### src/hdl/mtcb_pkg.sv
// ----------------------------------------------------------------------------
// mtcb_pkg
// Shared types, codes and the control program of the trace capture buffer.
// ----------------------------------------------------------------------------
package mtcb_pkg;

    localparam int N_CHAN    = 8;
    localparam int SAMPLE_W  = 32;
    localparam int TIME_W    = 32;
    localparam int COUNT_W   = 4;
    localparam int STATUS_W  = 3;
    localparam int PC_W      = 5;

    localparam int DEF_BUFFER_WORDS = 1024;
    localparam int DEF_MAX_CHANNELS = 8;
    localparam int DEF_SAMPLE_BITS  = 32;

    typedef enum logic [1:0] {
        CMD_CAPTURE    = 2'd0,
        CMD_START_DUMP = 2'd1,
        CMD_READ       = 2'd2,
        CMD_END_DUMP   = 2'd3
    } cmd_t;

    typedef enum logic [STATUS_W-1:0] {
        ST_CAPTURED   = 3'd0,
        ST_SKIPPED    = 3'd1,
        ST_DUMP_START = 3'd2,
        ST_READ_OK    = 3'd3,
        ST_ILLEGAL    = 3'd4,
        ST_DUMP_END   = 3'd5
    } status_t;

    typedef enum logic [3:0] {
        OP_NOP,
        OP_ACCEPT,
        OP_END_DUMP,
        OP_CAP_WRITE,
        OP_CAP_FINISH,
        OP_CAP_SKIP,
        OP_DUMP_START,
        OP_RANGE,
        OP_DIV_START,
        OP_BASE,
        OP_RD_ADDR,
        OP_RD_STORE,
        OP_EMIT
    } op_t;

    typedef enum logic [3:0] {
        C_NONE,
        C_ALWAYS,
        C_NO_ITEM,
        C_CMD_CAPTURE,
        C_CMD_START,
        C_CMD_READ,
        C_DUMPING,
        C_CH_MORE,
        C_NOT_IN_RANGE,
        C_RPP_ZERO,
        C_DIV_BUSY,
        C_OUT_BUSY
    } cond_t;

    typedef struct packed {
        op_t             op;
        cond_t           cond;
        logic [PC_W-1:0] target;
    } ctl_word_t;

    typedef struct packed {
        cmd_t cmd;
        logic dumping;
        logic ch_more;
        logic in_range;
        logic rpp_zero;
        logic div_busy;
    } dp_flags_t;

    typedef struct packed {
        status_t                          status;
        logic [TIME_W-1:0]                start_time;
        logic [TIME_W-1:0]                end_time;
        logic [N_CHAN-1:0][SAMPLE_W-1:0]  value;
    } result_t;

    localparam logic [PC_W-1:0] L_ACCEPT  = 5'd0;
    localparam logic [PC_W-1:0] L_CAPTURE = 5'd5;
    localparam logic [PC_W-1:0] L_CAP_WR  = 5'd6;
    localparam logic [PC_W-1:0] L_SKIP    = 5'd8;
    localparam logic [PC_W-1:0] L_START   = 5'd9;
    localparam logic [PC_W-1:0] L_READ    = 5'd10;
    localparam logic [PC_W-1:0] L_DIV     = 5'd14;
    localparam logic [PC_W-1:0] L_RD_ADDR = 5'd16;
    localparam logic [PC_W-1:0] L_EMIT    = 5'd18;
    localparam logic [PC_W-1:0] L_LAST    = 5'd18;

    function automatic ctl_word_t ucode(input logic [PC_W-1:0] pc);
        ctl_word_t w;
        case (pc)
            5'd0:    w = '{op: OP_ACCEPT,     cond: C_NO_ITEM,      target: L_ACCEPT};
            5'd1:    w = '{op: OP_NOP,        cond: C_CMD_CAPTURE,  target: L_CAPTURE};
            5'd2:    w = '{op: OP_NOP,        cond: C_CMD_START,    target: L_START};
            5'd3:    w = '{op: OP_NOP,        cond: C_CMD_READ,     target: L_READ};
            5'd4:    w = '{op: OP_END_DUMP,   cond: C_ALWAYS,       target: L_EMIT};
            5'd5:    w = '{op: OP_NOP,        cond: C_DUMPING,      target: L_SKIP};
            5'd6:    w = '{op: OP_CAP_WRITE,  cond: C_CH_MORE,      target: L_CAP_WR};
            5'd7:    w = '{op: OP_CAP_FINISH, cond: C_ALWAYS,       target: L_EMIT};
            5'd8:    w = '{op: OP_CAP_SKIP,   cond: C_ALWAYS,       target: L_EMIT};
            5'd9:    w = '{op: OP_DUMP_START, cond: C_ALWAYS,       target: L_EMIT};
            5'd10:   w = '{op: OP_RANGE,      cond: C_NONE,         target: L_ACCEPT};
            5'd11:   w = '{op: OP_NOP,        cond: C_NOT_IN_RANGE, target: L_EMIT};
            5'd12:   w = '{op: OP_NOP,        cond: C_RPP_ZERO,     target: L_EMIT};
            5'd13:   w = '{op: OP_DIV_START,  cond: C_NONE,         target: L_ACCEPT};
            5'd14:   w = '{op: OP_NOP,        cond: C_DIV_BUSY,     target: L_DIV};
            5'd15:   w = '{op: OP_BASE,       cond: C_NONE,         target: L_ACCEPT};
            5'd16:   w = '{op: OP_RD_ADDR,    cond: C_NONE,         target: L_ACCEPT};
            5'd17:   w = '{op: OP_RD_STORE,   cond: C_CH_MORE,      target: L_RD_ADDR};
            5'd18:   w = '{op: OP_EMIT,       cond: C_OUT_BUSY,     target: L_EMIT};
            default: w = '{op: OP_NOP,        cond: C_ALWAYS,       target: L_ACCEPT};
        endcase
        return w;
    endfunction

endpackage

### src/hdl/mtcb_seq.sv
// ----------------------------------------------------------------------------
// mtcb_seq
// Step counter and control store; evaluates jump conditions.
// ----------------------------------------------------------------------------
module mtcb_seq (
    input  logic                    aclk,
    input  logic                    aresetn,
    input  mtcb_pkg::dp_flags_t     flags,
    input  logic                    in_valid,
    input  logic                    out_busy,
    output mtcb_pkg::ctl_word_t     ctl
);

    logic [mtcb_pkg::PC_W-1:0] pc_reg;
    logic [mtcb_pkg::PC_W-1:0] pc_next;
    logic                      take;

    assign ctl = mtcb_pkg::ucode(pc_reg);

    always_comb begin
        case (ctl.cond)
            mtcb_pkg::C_NONE:         take = 1'b0;
            mtcb_pkg::C_ALWAYS:       take = 1'b1;
            mtcb_pkg::C_NO_ITEM:      take = !in_valid;
            mtcb_pkg::C_CMD_CAPTURE:  take = (flags.cmd == mtcb_pkg::CMD_CAPTURE);
            mtcb_pkg::C_CMD_START:    take = (flags.cmd == mtcb_pkg::CMD_START_DUMP);
            mtcb_pkg::C_CMD_READ:     take = (flags.cmd == mtcb_pkg::CMD_READ);
            mtcb_pkg::C_DUMPING:      take = flags.dumping;
            mtcb_pkg::C_CH_MORE:      take = flags.ch_more;
            mtcb_pkg::C_NOT_IN_RANGE: take = !flags.in_range;
            mtcb_pkg::C_RPP_ZERO:     take = flags.rpp_zero;
            mtcb_pkg::C_DIV_BUSY:     take = flags.div_busy;
            mtcb_pkg::C_OUT_BUSY:     take = out_busy;
            default:                  take = 1'b0;
        endcase
        if (take) begin
            pc_next = ctl.target;
        end else if (pc_reg == mtcb_pkg::L_LAST) begin
            pc_next = mtcb_pkg::L_ACCEPT;
        end else begin
            pc_next = pc_reg + 1'b1;
        end
    end

    always_ff @(posedge aclk) begin
        if (!aresetn) begin
            pc_reg <= mtcb_pkg::L_ACCEPT;
        end else begin
            pc_reg <= pc_next;
        end
    end

endmodule

### config.mk
export PLATFORM = sky130hd
export DESIGN_NAME = mtcb_seq
export DESIGN_NICKNAME = d
export VERILOG_FILES = /design/src/hdl/mtcb_pkg.sv /design/src/hdl/mtcb_seq.sv
export SDC_FILE = /design/constraint.sdc
export NUM_CORES = 1
export LEC_CHECK = 0
export BUFFER_PORTS_ARGS = -buffer_cell sky130_fd_sc_hd__buf_2
export CORE_MARGIN = 8
export CORE_UTILIZATION = 30
export CTS_BUF_LIST = sky130_fd_sc_hd__clkbuf_16
export DETAILED_ROUTE_END_ITERATION = 10
export GPL_ROUTABILITY_DRIVEN = 0
export GPL_TIMING_DRIVEN = 0
export HOLD_SLACK_MARGIN = 0.08
export PLACE_DENSITY_LB_ADDON = 0.08
export REMOVE_ABC_BUFFERS = 1
export SLEW_MARGIN = 10
export SYNTH_ARGS = -nofsm -noshare
export SYNTH_HDL_FRONTEND = slang
export SYNTH_SLANG_ARGS = --single-unit
### constraint.sdc
create_clock -name aclk -period 3.4 [get_ports aclk]
set_input_delay 0.68 -clock aclk [delete_from_list [all_inputs] [get_ports aclk]]
set_output_delay 0.68 -clock aclk [all_outputs]
set_load 0.02 [all_outputs]
Word-level counts from Yosys, hierarchy flattened
Memory sizes are Yosys's and may differ from the RTL's. A register that Yosys moved wholly into a read port is not among the register bits.
Index checks and enable logic that the tools add are counted.
{"block": "classes", "add_sub_neg": 1, "mul": 0, "div_mod_pow": 0, "n_lt_le_gt_ge": 0, "n_eq_ne": 14, "shifts": 0, "mux": 4, "bitwise": 0, "reduce_logical": 3}
{"op": "4-bit by 3-bit equality test with 1-bit output (second input constant)", "count": 4}
{"op": "4-bit equality test (second input constant)", "count": 4}
{"op": "5-bit 2-to-1 mux", "count": 3}
{"op": "1-bit one-hot mux with 11 select lines", "count": 1}
{"op": "4-bit by 2-bit equality test with 1-bit output (second input constant)", "count": 2}
{"op": "5-bit by 1-bit adder with 5-bit output (second input constant)", "count": 1}
{"op": "5-bit equality test (second input constant)", "count": 1}
{"op": "4-bit by 1-bit equality test with 1-bit output (second input constant)", "count": 1}
{"op": "2-bit by 1-bit equality test with 1-bit output (second input constant)", "count": 1}
{"op": "2-bit equality test (second input constant)", "count": 1}
{"op": "1-bit zero test", "count": 2}
{"op": "2-bit zero test", "count": 1}
{"block": "totals", "register_bits": 5, "latch_bits": 0, "ram_bits": 0, "mem_bits_ro": 416, "in_bits": 11, "out_inout_bits": 13, "word_cells": 24, "memories": 1}
{"memory": "(no name shown)", "words": 32, "word_bits": 13, "read_ports": 1, "rd_clocked_by_memory_dff": 1, "write_ports": 0, "line_no": "mtcb_pkg.sv:100", "text": "case (pc)"}

Depth between registers and ports, before layout
Gate-level depths: netlist of the first run.
{"block": "logic_depth", "depth_word": 4, "depth_mapped": 12, "depth_no_buf": 12}

Least setup slack after synthesis of the first run
Ideal clock, no wire load.
{"block": "synth_path", "path_kind": "input to register", "startpoint": "in flags[5] in the netlist's numbering", "endpoint": "reg, netlist name ctl[9]", "setup_ps": 67, "t_arrival_ps": 2606, "t_required_ps": 3333, "path_slack_ps": 727, "stages": 9, "path_buffers": 0, "path_cell_list": "nor2_1 > a221oi_2 > o311ai_4 > mux2_2 > inv_1 > ha_1 > mux2i_1 > mux2_2 > o21ai_2"}
{"block": "synth_via", "elab_chain_len": 4, "elab_cells_between_ends": 6, "classes_between": "2 x eq/ne; 3 x mux; 1 x reduce/logical"}
{"item": "from (decl)", "line_no": "mtcb_seq.sv:8", "text": "input mtcb_pkg::dp_flags_t flags,"}
{"item": "2-bit equality test (tied with other cells)", "line_no": "mtcb_seq.sv:27", "text": "mtcb_pkg::C_CMD_READ: take = (flags.cmd == mtcb_pkg::CMD_READ);"}
{"item": "1-bit one-hot mux with 11 select lines *", "line_no": "mtcb_seq.sv:21", "text": "case (ctl.cond)"}
{"item": "5-bit 2-to-1 mux *", "line_no": "mtcb_seq.sv:36", "text": "if (take) begin"}
{"item": "5-bit 2-to-1 mux (no source line) *"}
Every way passes the cells marked *; elsewhere a longest branch is shown, timed or not.
A chain may end at the register's enable or synchronous reset.

Final worst setup path of the first run
{"block": "layout_path", "startpoint": "reg, netlist name ctl[6]", "endpoint": "reg, netlist name ctl[7]"}
{"block": "layout_via", "elab_chain_len": 4, "elab_cells_between_ends": 14, "classes_between": "11 x eq/ne; 3 x mux"}
{"item": "4-bit equality test (tied with other cells)", "line_no": "mtcb_seq.sv:21"}
{"item": "1-bit one-hot mux with 11 select lines *", "line_no": "mtcb_seq.sv:21"}
{"item": "5-bit 2-to-1 mux *", "line_no": "mtcb_seq.sv:36"}
{"item": "5-bit 2-to-1 mux (no source line) *"}
Marked as above.

==> reports/results.tsv, run 1 <==
stage	metric	value	unit
cells_and_area	max FFs per register	13	
floorplan	core footprint	4380	um^2
sta	Min Clock Period, post-route	3.27	ns
cells_and_area	final core utilization	0.368	
logic_synthesis	largest family of logic cells by synthesized area	simple AND/OR/NAND/NOR gates	
critical_path	Worst EP arrival	3.40	ns
critical_path	most frequent cell on the critical path	mux2i_1	
detailed_routing	total number of vias	1242	
logic_synthesis	cell taking the most area after synthesis	dfxtp_1	
logic_synthesis	area of the mapped netlist	1380	um^2
cells_and_area	ANT cells	0	
logic_synthesis	adder-cell share of the synthesized area	0.0816	
cells_and_area	most frequent cells in the layout	buf_2, nand2_1, dfxtp_1	
pwr	VDD IR-drop max	0.342	mV
sta	period utilisation layout	0.961	
critical_path	slowest CP cell	dfxtp_1	
floorplan	Die X	83.8	um
floorplan	I/O pins	24	
global_routing	first-pass GRT wire length	6.22	mm
pwr	Tot Pwr	1.52	mW
detailed_routing	1st-pass router iterations	4	
sta	Worst slew margin	0.576	
clock_tree	post-cts resize count	0	
placed_design	HPWL Detailed	2.92	mm
pwr	PwrDens	943	nW/um^2
run	# Max-Cap Violations	0	
clock_tree	CTS tree	yes	
cells_and_area	Fillers	460	
clock_tree	worst-skew pair later-pin latency	0.25	ns
global_routing	antenna violations before repair	0	
logic_synthesis	post-synthesis mux area share	0.102	
logic_synthesis	yosys warns	0	
critical_path	CP max FO	13	
critical_path	FF-to-FF Start	ctl[6]	
critical_path	CP Capture Type	flip-flop	
critical_path	Critical Path Max Stage Delay	0.54	ns
sta	post-layout worst setup margin	0.134	ns
logic_synthesis	Seq cells post-synth	18	
logic_synthesis	Post-Synth Simple-Gate Area	0.261	
detailed_routing	Routed WL per cell	16.1	um
clock_tree	clock-pin slew on the worst setup and hold paths	0.05	ns
sta	final hold viol count	0	
logic_synthesis	gate count after technology mapping	154	
cells_and_area	Nets	198	
global_routing	GRT Util Overall	0.106	
cells_and_area	most common cell after layout, fill and taps aside	buf_2	
logic_synthesis	Synth Area in XOR/XNOR	0.0190	
logic_synthesis	register area share after synthesis	0.261	
clock_tree	Root Buffer	clkbuf_16	
floorplan	Die Y	83.8	um
global_routing	vias in the first global route	1234	
detailed_routing	Residual DRC	0	
cells_and_area	Multi-input gate area	953	um^2
sta	Clock Skew	0.00166	ns
critical_path	Critical Path Start	ctl[6]	
clock_tree	Num CTS Buffers	3	
critical_path	Critical Path RT	3.54	ns
global_routing	GRT overflow	0	
floorplan	die footprint	7030	um^2
critical_path	WS Path Type	flip-flop to flip-flop	
logic_synthesis	fraction of registers with async set/reset	0	
detailed_routing	Vias/cell	5.42	
critical_path	CP Cell Sequence	mux2_4 > a32oi_4 > o311a_4 > mux2i_1 > nor2_1 > inv_1 > ha_1 > mux2i_1 > o31ai_1	
sta	Setup violations, final	0	
clock_tree	CTS max path bufs	2	
sta	actual slew at the worst max-slew pin	0.631	ns
logic_synthesis	Netlist cell types	55	
logic_synthesis	Synth top area share	0.261	
placed_design	Setup WS pre-CTS	-0.0139	ns
min_path	Hold Crit Class	flip-flop to flip-flop	
sta	max frequency	306	MHz
clock_tree	CTS Sinks	18	
critical_path	Crit path max-delay family	compound AO/OA/AOI/OAI gates	
logic_synthesis	top post-synthesis cells by area	dfxtp_1, ha_1, nand2_1	
logic_synthesis	post-synthesis area per instance	8.96	um^2
cells_and_area	final std cells w/o fill	229	
logic_synthesis	Compound-Gate Fraction of Synth Area	0.228	
logic_synthesis	Synth Flop Type	dfxtp_1	
min_path	min-delay src	ctl[1]	
sta	RSZ-0062 raised after global routing	no	
cells_and_area	FF+latch area	360	um^2
detailed_routing	DRT iter0 DRCs	95	
detailed_routing	final WL	3.68	mm
cells_and_area	share of cells above drive strength 1	0.254	
clock_tree	# hold bufs at CTS	0	
global_routing	largest net degree at the start of global routing	14	
floorplan	Initial Util	0.315	
run_status	status	completed	
sta	max-slew violations	0	
critical_path	Worst setup SP type	flip-flop	
clock_tree	htree depth	1	
critical_path	buffers plus inverters on the worst setup path	1	
cells_and_area	Area growth syn-to-layout	17.0	%
clock_tree	setup bufs post-CTS	0	
detailed_routing	DRT antenna net count	0	
placed_design	IO Port Bufs	23	
pwr	LEAKAGE	0.696	nW
placed_design	placed cells	225	
logic_synthesis	Post-synth EDFFs	0	
floorplan	Rows	24	
[Yosys cell counts (all sizes together), types with 3 or more instances]
cell    number
inv          8
nor3         4
mux2i        6
or3          4
ha           9
o221ai       3
mux2         5
and3         4
nor3b        3
nand2       19
buf          3
o21ai        5
dfxtp       18
a21oi        7
nand2b       8
nor2        10
o211ai       4
[metrics by stage]
step	TNS, ns	cell area, um^2	hold WS, ns
after floorplan	0	1360	0.675
after global placement	0	1540	0.664
after detailed placement	-0.0139	1540	0.667
after CTS	0	1610	0.684
after global routing	0	1610	0.718
final	0	1610	0.670
[routing by layer]
layer  routed length, um  GRT usage
met5                   0          0
met3                 241     0.0225
met2                1720      0.173
met1                1630      0.131
met4                  93     0.0440
[path summary, 6_finish.rpt]
| kind | slack [ns] | end | cells after the start |
|---|---|---|---|
| worst max-delay path | 0.13 | ctl[7] | 9 |
| worst min-delay path | 0.67 | pc_reg[1] | 2 |
| worst max register to register | 0.13 | ctl[7] | 9 |
| worst min register to register | 0.67 | pc_reg[1] | 2 |
[report_power, final]
group          leakage (nW)  total [mW]  internal, mW  switching [mW]
combinational         0.509       0.909         0.363           0.545
sequential            0.148       0.379         0.293          0.0861
clock                0.0385       0.234         0.156          0.0781
[logic make-up after synthesis]
kind of cell               after synthesis
muxes                                   11
DFF                                     18
xor gates and xnor gates                 3
adders and majority gates                9
buffers and inverters                   13
AOI/OAI and AO/OA                       36
and+or+nand+nor                         64
[worst register-to-register path: stages (launching register included)]
cell	delay (ns)
dfxtp_1	0.54
mux2_4	0.35
a32oi_4	0.23
o311a_4	0.33
mux2i_1	0.15
nor2_1	0.48
inv_1	0.20
ha_1	0.45
mux2i_1	0.10
o31ai_1	0.31
[area by class of cell]
type                    count  area share
well taps                  52      0.0403
multi-input cells         123       0.591
inverters                   9      0.0256
flip-flops and latches     18       0.223
clock inverters             1     0.00233
repair buffers             23      0.0713
clock buffers               3      0.0465
Power figures use the tool's default switching activity.
==> inputs of run 2 (changes only) <==
ABC_AREA = 1   (was unset)
REMOVE_ABC_BUFFERS = unset   (was 1)
==> reports/results.tsv, run 2 <==
stage	metric	value	unit	change
clock_tree	setup bufs post-CTS	0		unchanged
critical_path	CP max FO	7		-6
clock_tree	htree depth	1		unchanged
detailed_routing	Residual DRC	0		unchanged
logic_synthesis	post-synthesis area per instance	7.22	um^2	-19%
cells_and_area	share of cells above drive strength 1	0.302		+0.0477
floorplan	die footprint	6540	um^2	-6.9%
critical_path	Crit path max-delay family	simple AND/OR/NAND/NOR gates		
critical_path	WS Path Type	flip-flop to flip-flop		
cells_and_area	Area growth syn-to-layout	20.3	%	
clock_tree	post-cts resize count	0		unchanged
min_path	hold path cells	4		+2
floorplan	Die Y	80.9	um	-3.5%
critical_path	most frequent cell on the critical path	nand2_1		
critical_path	Critical Path RT	3.52	ns	-0.02 ns
min_path	Hold Crit Class	flip-flop to flip-flop		
global_routing	GRT overflow	0		unchanged
cells_and_area	most frequent cells in the layout	nand2_1, nand3_1, buf_2		
logic_synthesis	area of the mapped netlist	1260	um^2	-8.4%
placed_design	placed cells	248		+10%
cells_and_area	most common cell after layout, fill and taps aside	nand2_1		
clock_tree	Root Buffer	clkbuf_16		
clock_tree	# hold bufs at CTS	0		unchanged
critical_path	WP depth	14		+5
sta	setup TNS	0	ns	unchanged
critical_path	CP Cell Sequence	inv_2 > nand3_1 > nand2_1 > o21ai_4 > nand3_4 > nand2_1 > nand2_2 > nor2_4 > inv_2 > ha_1 > nand2_1 > inv_1 > nand2_1 > nand3_1		
logic_synthesis	Post-synth EDFFs	0		unchanged
logic_synthesis	fraction of registers with async set/reset	0		unchanged
critical_path	CP Capture Type	flip-flop		
sta	actual slew at the worst max-slew pin	0.426	ns	-0.206 ns
sta	Setup violations, final	0		unchanged
cells_and_area	final std cells w/o fill	252		+10%
clock_tree	Num CTS Buffers	3		unchanged
floorplan	Rows	23		-4.2%
cells_and_area	ANT cells	0		unchanged
min_path	min-delay src	ctl[1]		
run	# Max-Cap Violations	0		unchanged
sta	max-slew violations	0		unchanged
global_routing	largest net degree at the start of global routing	11		-3
critical_path	Critical Path Max Stage Delay	0.47	ns	-0.07 ns
run_status	status	completed		
cells_and_area	max FFs per register	13		unchanged
sta	final hold viol count	0		unchanged
detailed_routing	1st-pass router iterations	5		+1
critical_path	flop-to-flop setup slack	1.00	ns	+0.87 ns
sta	Clock Skew	0.00214	ns	+0.000486 ns
cells_and_area	Multi-input gate area	800	um^2	-16%
critical_path	worst reg2reg path depth	14		+5
logic_synthesis	top post-synthesis cells by area	dfxtp_1, nand2_1, nand3_1		
sta	RSZ-0062 raised after global routing	no		
logic_synthesis	Seq cells post-synth	18		unchanged
sta	Min Clock Period, post-route	2.40	ns	-0.869 ns
cells_and_area	Fillers	431		-6.3%
floorplan	core footprint	4030	um^2	-8.1%
placed_design	HPWL Detailed	2.63	mm	-9.9%
detailed_routing	total number of vias	1195		-3.8%
global_routing	GRT Util Overall	0.100		-0.00588
placed_design	IO Port Bufs	23		unchanged
detailed_routing	Vias/cell	4.74		-13%
logic_synthesis	Synth Flop Type	dfxtp_1		
clock_tree	clock-pin slew on the worst setup and hold paths	0.05	ns	about the same
floorplan	Initial Util	0.314		-0.00112
detailed_routing	Routed WL per cell	12.6	um	-22%
critical_path	Worst EP arrival	2.52	ns	-0.88 ns
global_routing	antenna violations before repair	0		unchanged
logic_synthesis	gate count after technology mapping	175		+14%
logic_synthesis	Netlist cell types	30		-45%
floorplan	I/O pins	24		unchanged
clock_tree	CTS tree	yes		
global_routing	first-pass GRT wire length	5.18	mm	-17%
cells_and_area	FF+latch area	360	um^2	unchanged
logic_synthesis	syn nets	195		
global_routing	vias in the first global route	1134		-8.1%
sta	period utilisation layout	0.705		-0.256
sta	max frequency	417	MHz	+36%
detailed_routing	DRT iter0 DRCs	45		-53%
min_path	Min-Delay Endpoint	pc_reg[1]		
detailed_routing	final WL	3.17	mm	-14%
critical_path	slowest CP cell	dfxtp_1		
clock_tree	CTS max path bufs	2		unchanged
floorplan	Die X	80.9	um	-3.5%
clock_tree	CTS Sinks	18		unchanged
logic_synthesis	cell taking the most area after synthesis	dfxtp_1		
critical_path	Worst setup SP type	flip-flop		
clock_tree	worst-skew pair later-pin latency	0.24	ns	about the same
cells_and_area	Nets	223		+13%
critical_path	capturing point of the worst reg2reg path	ctl[6]		
detailed_routing	DRT antenna net count	0		unchanged
logic_synthesis	Synth top area share	0.285		+0.0240
logic_synthesis	top cells by count, synth	nand2_1, nand3_1, dfxtp_1		
logic_synthesis	yosys warns	0		unchanged
logic_synthesis	register area share after synthesis	0.285		+0.0240
logic_synthesis	top-count cell post-synth	nand2_1		
critical_path	FF-to-FF Start	ctl[5]		
sta	Worst slew margin	0.715		+0.139
critical_path	buffers plus inverters on the worst setup path	3		+2
==> run 2: cell count changes after synthesis, moves of 5 or more <==
cell,previous run,this run
mux2i_1,5,0
nand3_1,2,28
nand2_1,18,39
nand2_2,0,12
nand2b_1,8,0
a21oi_1,7,2
inv_1,6,17
==> run 2: worst reg2reg max path, cell delays in order (launching register included) <==
cell and delay [ns]:
dfxtp_1 0.47, inv_2 0.11, nand3_1 0.08, nand2_1 0.09, o21ai_4 0.21, nand3_4 0.17
nand2_1 0.11, nand2_2 0.07, nor2_4 0.20, inv_2 0.11, ha_1 0.31, nand2_1 0.10
inv_1 0.06, nand2_1 0.10, nand3_1 0.09
==> run 2: kinds of logic (layout without fill, tap and decap cells) <==
group	after synthesis	after routing	share of synthesized area
fa+ha+maj	9	9	0.0891
xor+xnor	1	1	0.00693
flops	18	18	0.285
compound gates	11	11	0.0644
buf+inv	25	52	0.0822
simple gates	111	111	0.472
==> run 2: cell type report <==
| class | instances | area share |
|---|---|---|
| Multi-Input combinational cell | 132 | 0.526 |
| Inverter | 24 | 0.0609 |
| Tap cell | 50 | 0.0412 |
| Clock inverter | 1 | 0.00247 |
| Sequential cell | 18 | 0.237 |
| Buffer | 1 | 0.00741 |
| Clock buffer | 3 | 0.0494 |
| Timing Repair Buffer | 23 | 0.0757 |
==> run 2: worst max path at each step <==
stage | to | startpoint | slack [ns]
after floorplan | ctl[4] | flags[5] | 1.18
after CTS | ctl[6] | ctl[5] | 0.99
after detailed placement | ctl[6] | flags[5] | 0.75
after global placement | ctl[6] | flags[5] | 0.79
final | ctl[6] | ctl[5] | 1.00
after global routing | ctl[6] | ctl[5] | 0.76
==> run 2: through the flow <==
stage | util | hold slack (ns) | worst slack, ns | cell area [um^2]
5_1_grt | 0.377 | 0.619 | 0.761 | 1520
6_report | 0.377 | 0.567 | 1.00 | 1520
2_1_floorplan | - | 0.633 | 1.18 | 1260
3_5_place_dp | 0.358 | 0.566 | 0.754 | 1440
4_1_cts | 0.377 | 0.574 | 0.989 | 1520
3_3_place_gp | 0.358 | 0.559 | 0.794 | 1440
==> run 2: layer usage <==
layer	GRT usage	vias up	share of wire
met4	0.0536	0	0.013
li1	-	620	-
met1	0.111	545	0.42
met5	0	-	0
met2	0.180	28	0.52
met3	0.0143	2	0.043
Power of run 2 is left out: the tool's default activity adds up to more than one toggle a clock period on the data nets, which glitch-free logic cannot reach.
==> inputs of run 3 (changes only) <==
ABC_AREA = 0   (was 1)
clock period = 2.5 ns   (was 3.4 ns; I/O delays follow)
==> reports/results.tsv, run 3 (synthesized netlist as in run 1, its figures left out) <==
stage	metric	value	unit	change
sta	Clock Skew	0.00107	ns	-0.00107 ns
floorplan	I/O pins	24		unchanged
clock_tree	CTS max path bufs	2		unchanged
pwr	LEAKAGE	0.778	nW	
critical_path	CP max FO	8		+1
clock_tree	htree depth	1		unchanged
sta	final hold viol count	0		unchanged
global_routing	vias in the first global route	1332		+17%
placed_design	IO Port Bufs	23		unchanged
detailed_routing	final WL	4.18	mm	+32%
detailed_routing	total number of vias	1312		+9.8%
cells_and_area	share of cells above drive strength 1	0.389		+0.0866
critical_path	Critical Path RT	2.64	ns	-0.88 ns
sta	Min Clock Period, post-route	2.47	ns	+0.0696 ns
clock_tree	Root Buffer	clkbuf_16		
sta	post-layout worst setup margin	0.0336	ns	-0.970 ns
cells_and_area	Area growth syn-to-layout	33.4	%	
sta	actual slew at the worst max-slew pin	0.570	ns	+0.145 ns
sta	max frequency	405	MHz	-2.8%
placed_design	Setup WS pre-CTS	-0.450	ns	-1.20 ns
clock_tree	worst-skew pair later-pin latency	0.25	ns	about the same
floorplan	Rows	24		+4.3%
pwr	Pint	1.35	mW	
global_routing	largest net degree at the start of global routing	11		unchanged
detailed_routing	DRT iter0 DRCs	74		+64%
critical_path	CP Capture Type	flip-flop		
pwr	Clk network pwr share	0.127		
sta	final hold slack	0.635	ns	+0.0683 ns
pwr	Tot Pwr	2.48	mW	
placed_design	placed cells	229		-7.7%
cells_and_area	final std cells w/o fill	245		-2.8%
clock_tree	CTS Sinks	18		unchanged
critical_path	capturing point of the worst reg2reg path	ctl[7]		
clock_tree	Num CTS Buffers	3		unchanged
detailed_routing	1st-pass router iterations	4		-1
clock_tree	# hold bufs at CTS	0		unchanged
global_routing	GRT overflow	0		unchanged
detailed_routing	Residual DRC	0		unchanged
min_path	Hold Crit Class	primary input to flip-flop		
global_routing	first-pass GRT wire length	6.61	mm	+28%
floorplan	die footprint	7030	um^2	+7.4%
detailed_routing	Vias/cell	5.36		+13%
floorplan	Die Y	83.8	um	+3.6%
sta	max-slew violations	0		unchanged
critical_path	FF-to-FF Start	ctl[6]		
critical_path	Critical Path Start	ctl[6]		
sta	Setup violations, final	0		unchanged
clock_tree	clock-pin slew on the worst setup and hold paths	0.05	ns	about the same
pwr	Sw Share	0.455		
sta	Worst slew margin	0.617		-0.0985
cells_and_area	ANT cells	0		unchanged
critical_path	crit path to	ctl[7]		
critical_path	WS Path Type	flip-flop to flip-flop		
sta	RSZ-0062 raised after global routing	yes		
run	# Max-Cap Violations	0		unchanged
floorplan	Die X	83.8	um	+3.6%
critical_path	worst reg2reg path depth	11		-3
global_routing	antenna violations before repair	0		unchanged
detailed_routing	Routed WL per cell	17.0	um	+35%
global_routing	GRT Util Overall	0.112		+0.0113
critical_path	Worst setup SP type	flip-flop		
cells_and_area	most frequent cells in the layout	buf_2, dfxtp_1, nand2_1		
sta	period utilisation layout	0.987		+0.282
cells_and_area	Nets	214		-4.0%
floorplan	Initial Util	0.315		+0.00112
pwr	Comb pwr share	0.670		
sta	setup TNS	0	ns	unchanged
floorplan	core footprint	4380	um^2	+8.8%
logic_synthesis	syn nets	174		-11%
pwr	PwrDens	1350	nW/um^2	
clock_tree	CTS tree	yes		
pwr	VDD IR-drop max	0.552	mV	
critical_path	Worst EP arrival	2.61	ns	+0.09 ns
placed_design	HPWL Detailed	3.03	mm	+15%
pwr	Reg power frac	0.203		
cells_and_area	max FFs per register	13		unchanged
cells_and_area	most common cell after layout, fill and taps aside	buf_2		
critical_path	flop-to-flop setup slack	0.03	ns	-0.97 ns
pwr	P_sw	1.13	mW	
detailed_routing	DRT antenna net count	0		unchanged
run_status	status	completed		
-- run 3: through the flow --
stage	utilization	cell area, um^2
after floorplan	-	1380
after global placement	0.357	1560
after detailed placement	0.357	1560
after CTS	0.406	1780
after global routing	0.420	1840
final	0.420	1840
-- run 3: critical path, cell delays in order, from the launching register on --
cell and delay (ns):
dfxtp_2 0.33, buf_6 0.13, mux2_4 0.31, a32oi_4 0.23, o311a_4 0.27, buf_4 0.12
mux2_4 0.32, nand2_4 0.11, inv_8 0.06, nor3_4 0.30, nand2_2 0.10, o31ai_1 0.09
-- run 3: final cells by class --
type | instances | area [um^2]
Buffer | 4 | 25.0
Clock buffer | 3 | 75.1
Clock inverter | 1 | 3.75
Fill cell | 441 | 2540
Inverter | 9 | 46.3
Multi-Input combinational cell | 123 | 1060
Sequential cell | 18 | 362
Tap cell | 52 | 65.1
Timing Repair Buffer | 35 | 205
-- run 3: how the worst min path moves through the flow --
stage,from,to,slack [ns],cells past startpoint
6_report,aresetn,pc_reg[1],0.64,3
5_1_grt,aresetn,pc_reg[1],0.69,3
4_1_cts,aresetn,pc_reg[1],0.64,3
3_5_place_dp,ctl[4],ctl[10],0.66,3
3_3_place_gp,ctl[4],ctl[10],0.69,3
2_1_floorplan,ctl[4],ctl[10],0.67,3
-- run 3: power by group through the flow --
stage	sequential [mW]	combinational, mW	clock [mW]
floorplan	0.576	0.880	0
global placement	0.499	1.29	0
detailed placement	0.506	1.30	0
CTS	0.503	1.57	0.316
global route	0.520	1.78	0.329
finish	0.503	1.66	0.315
-- run 3: layer usage --
| layer | track usage | vias to the layer above | share of wire |
|---|---|---|---|
| met4 | 0.0298 | 0 | 0.014 |
| met3 | 0.0205 | 7 | 0.038 |
| met1 | 0.126 | 635 | 0.44 |
| li1 | - | 644 | - |
| met5 | 0 | - | 0 |
| met2 | 0.206 | 26 | 0.51 |
-- run 3: what timing repair did --
item | in CTS | in global routing
pin swaps | 6 | 13
cloned | 0 | 0
resized for setup | 20 | 6
buffers inserted | 7 | 5
endpoints found under the setup margin | 11 | 11
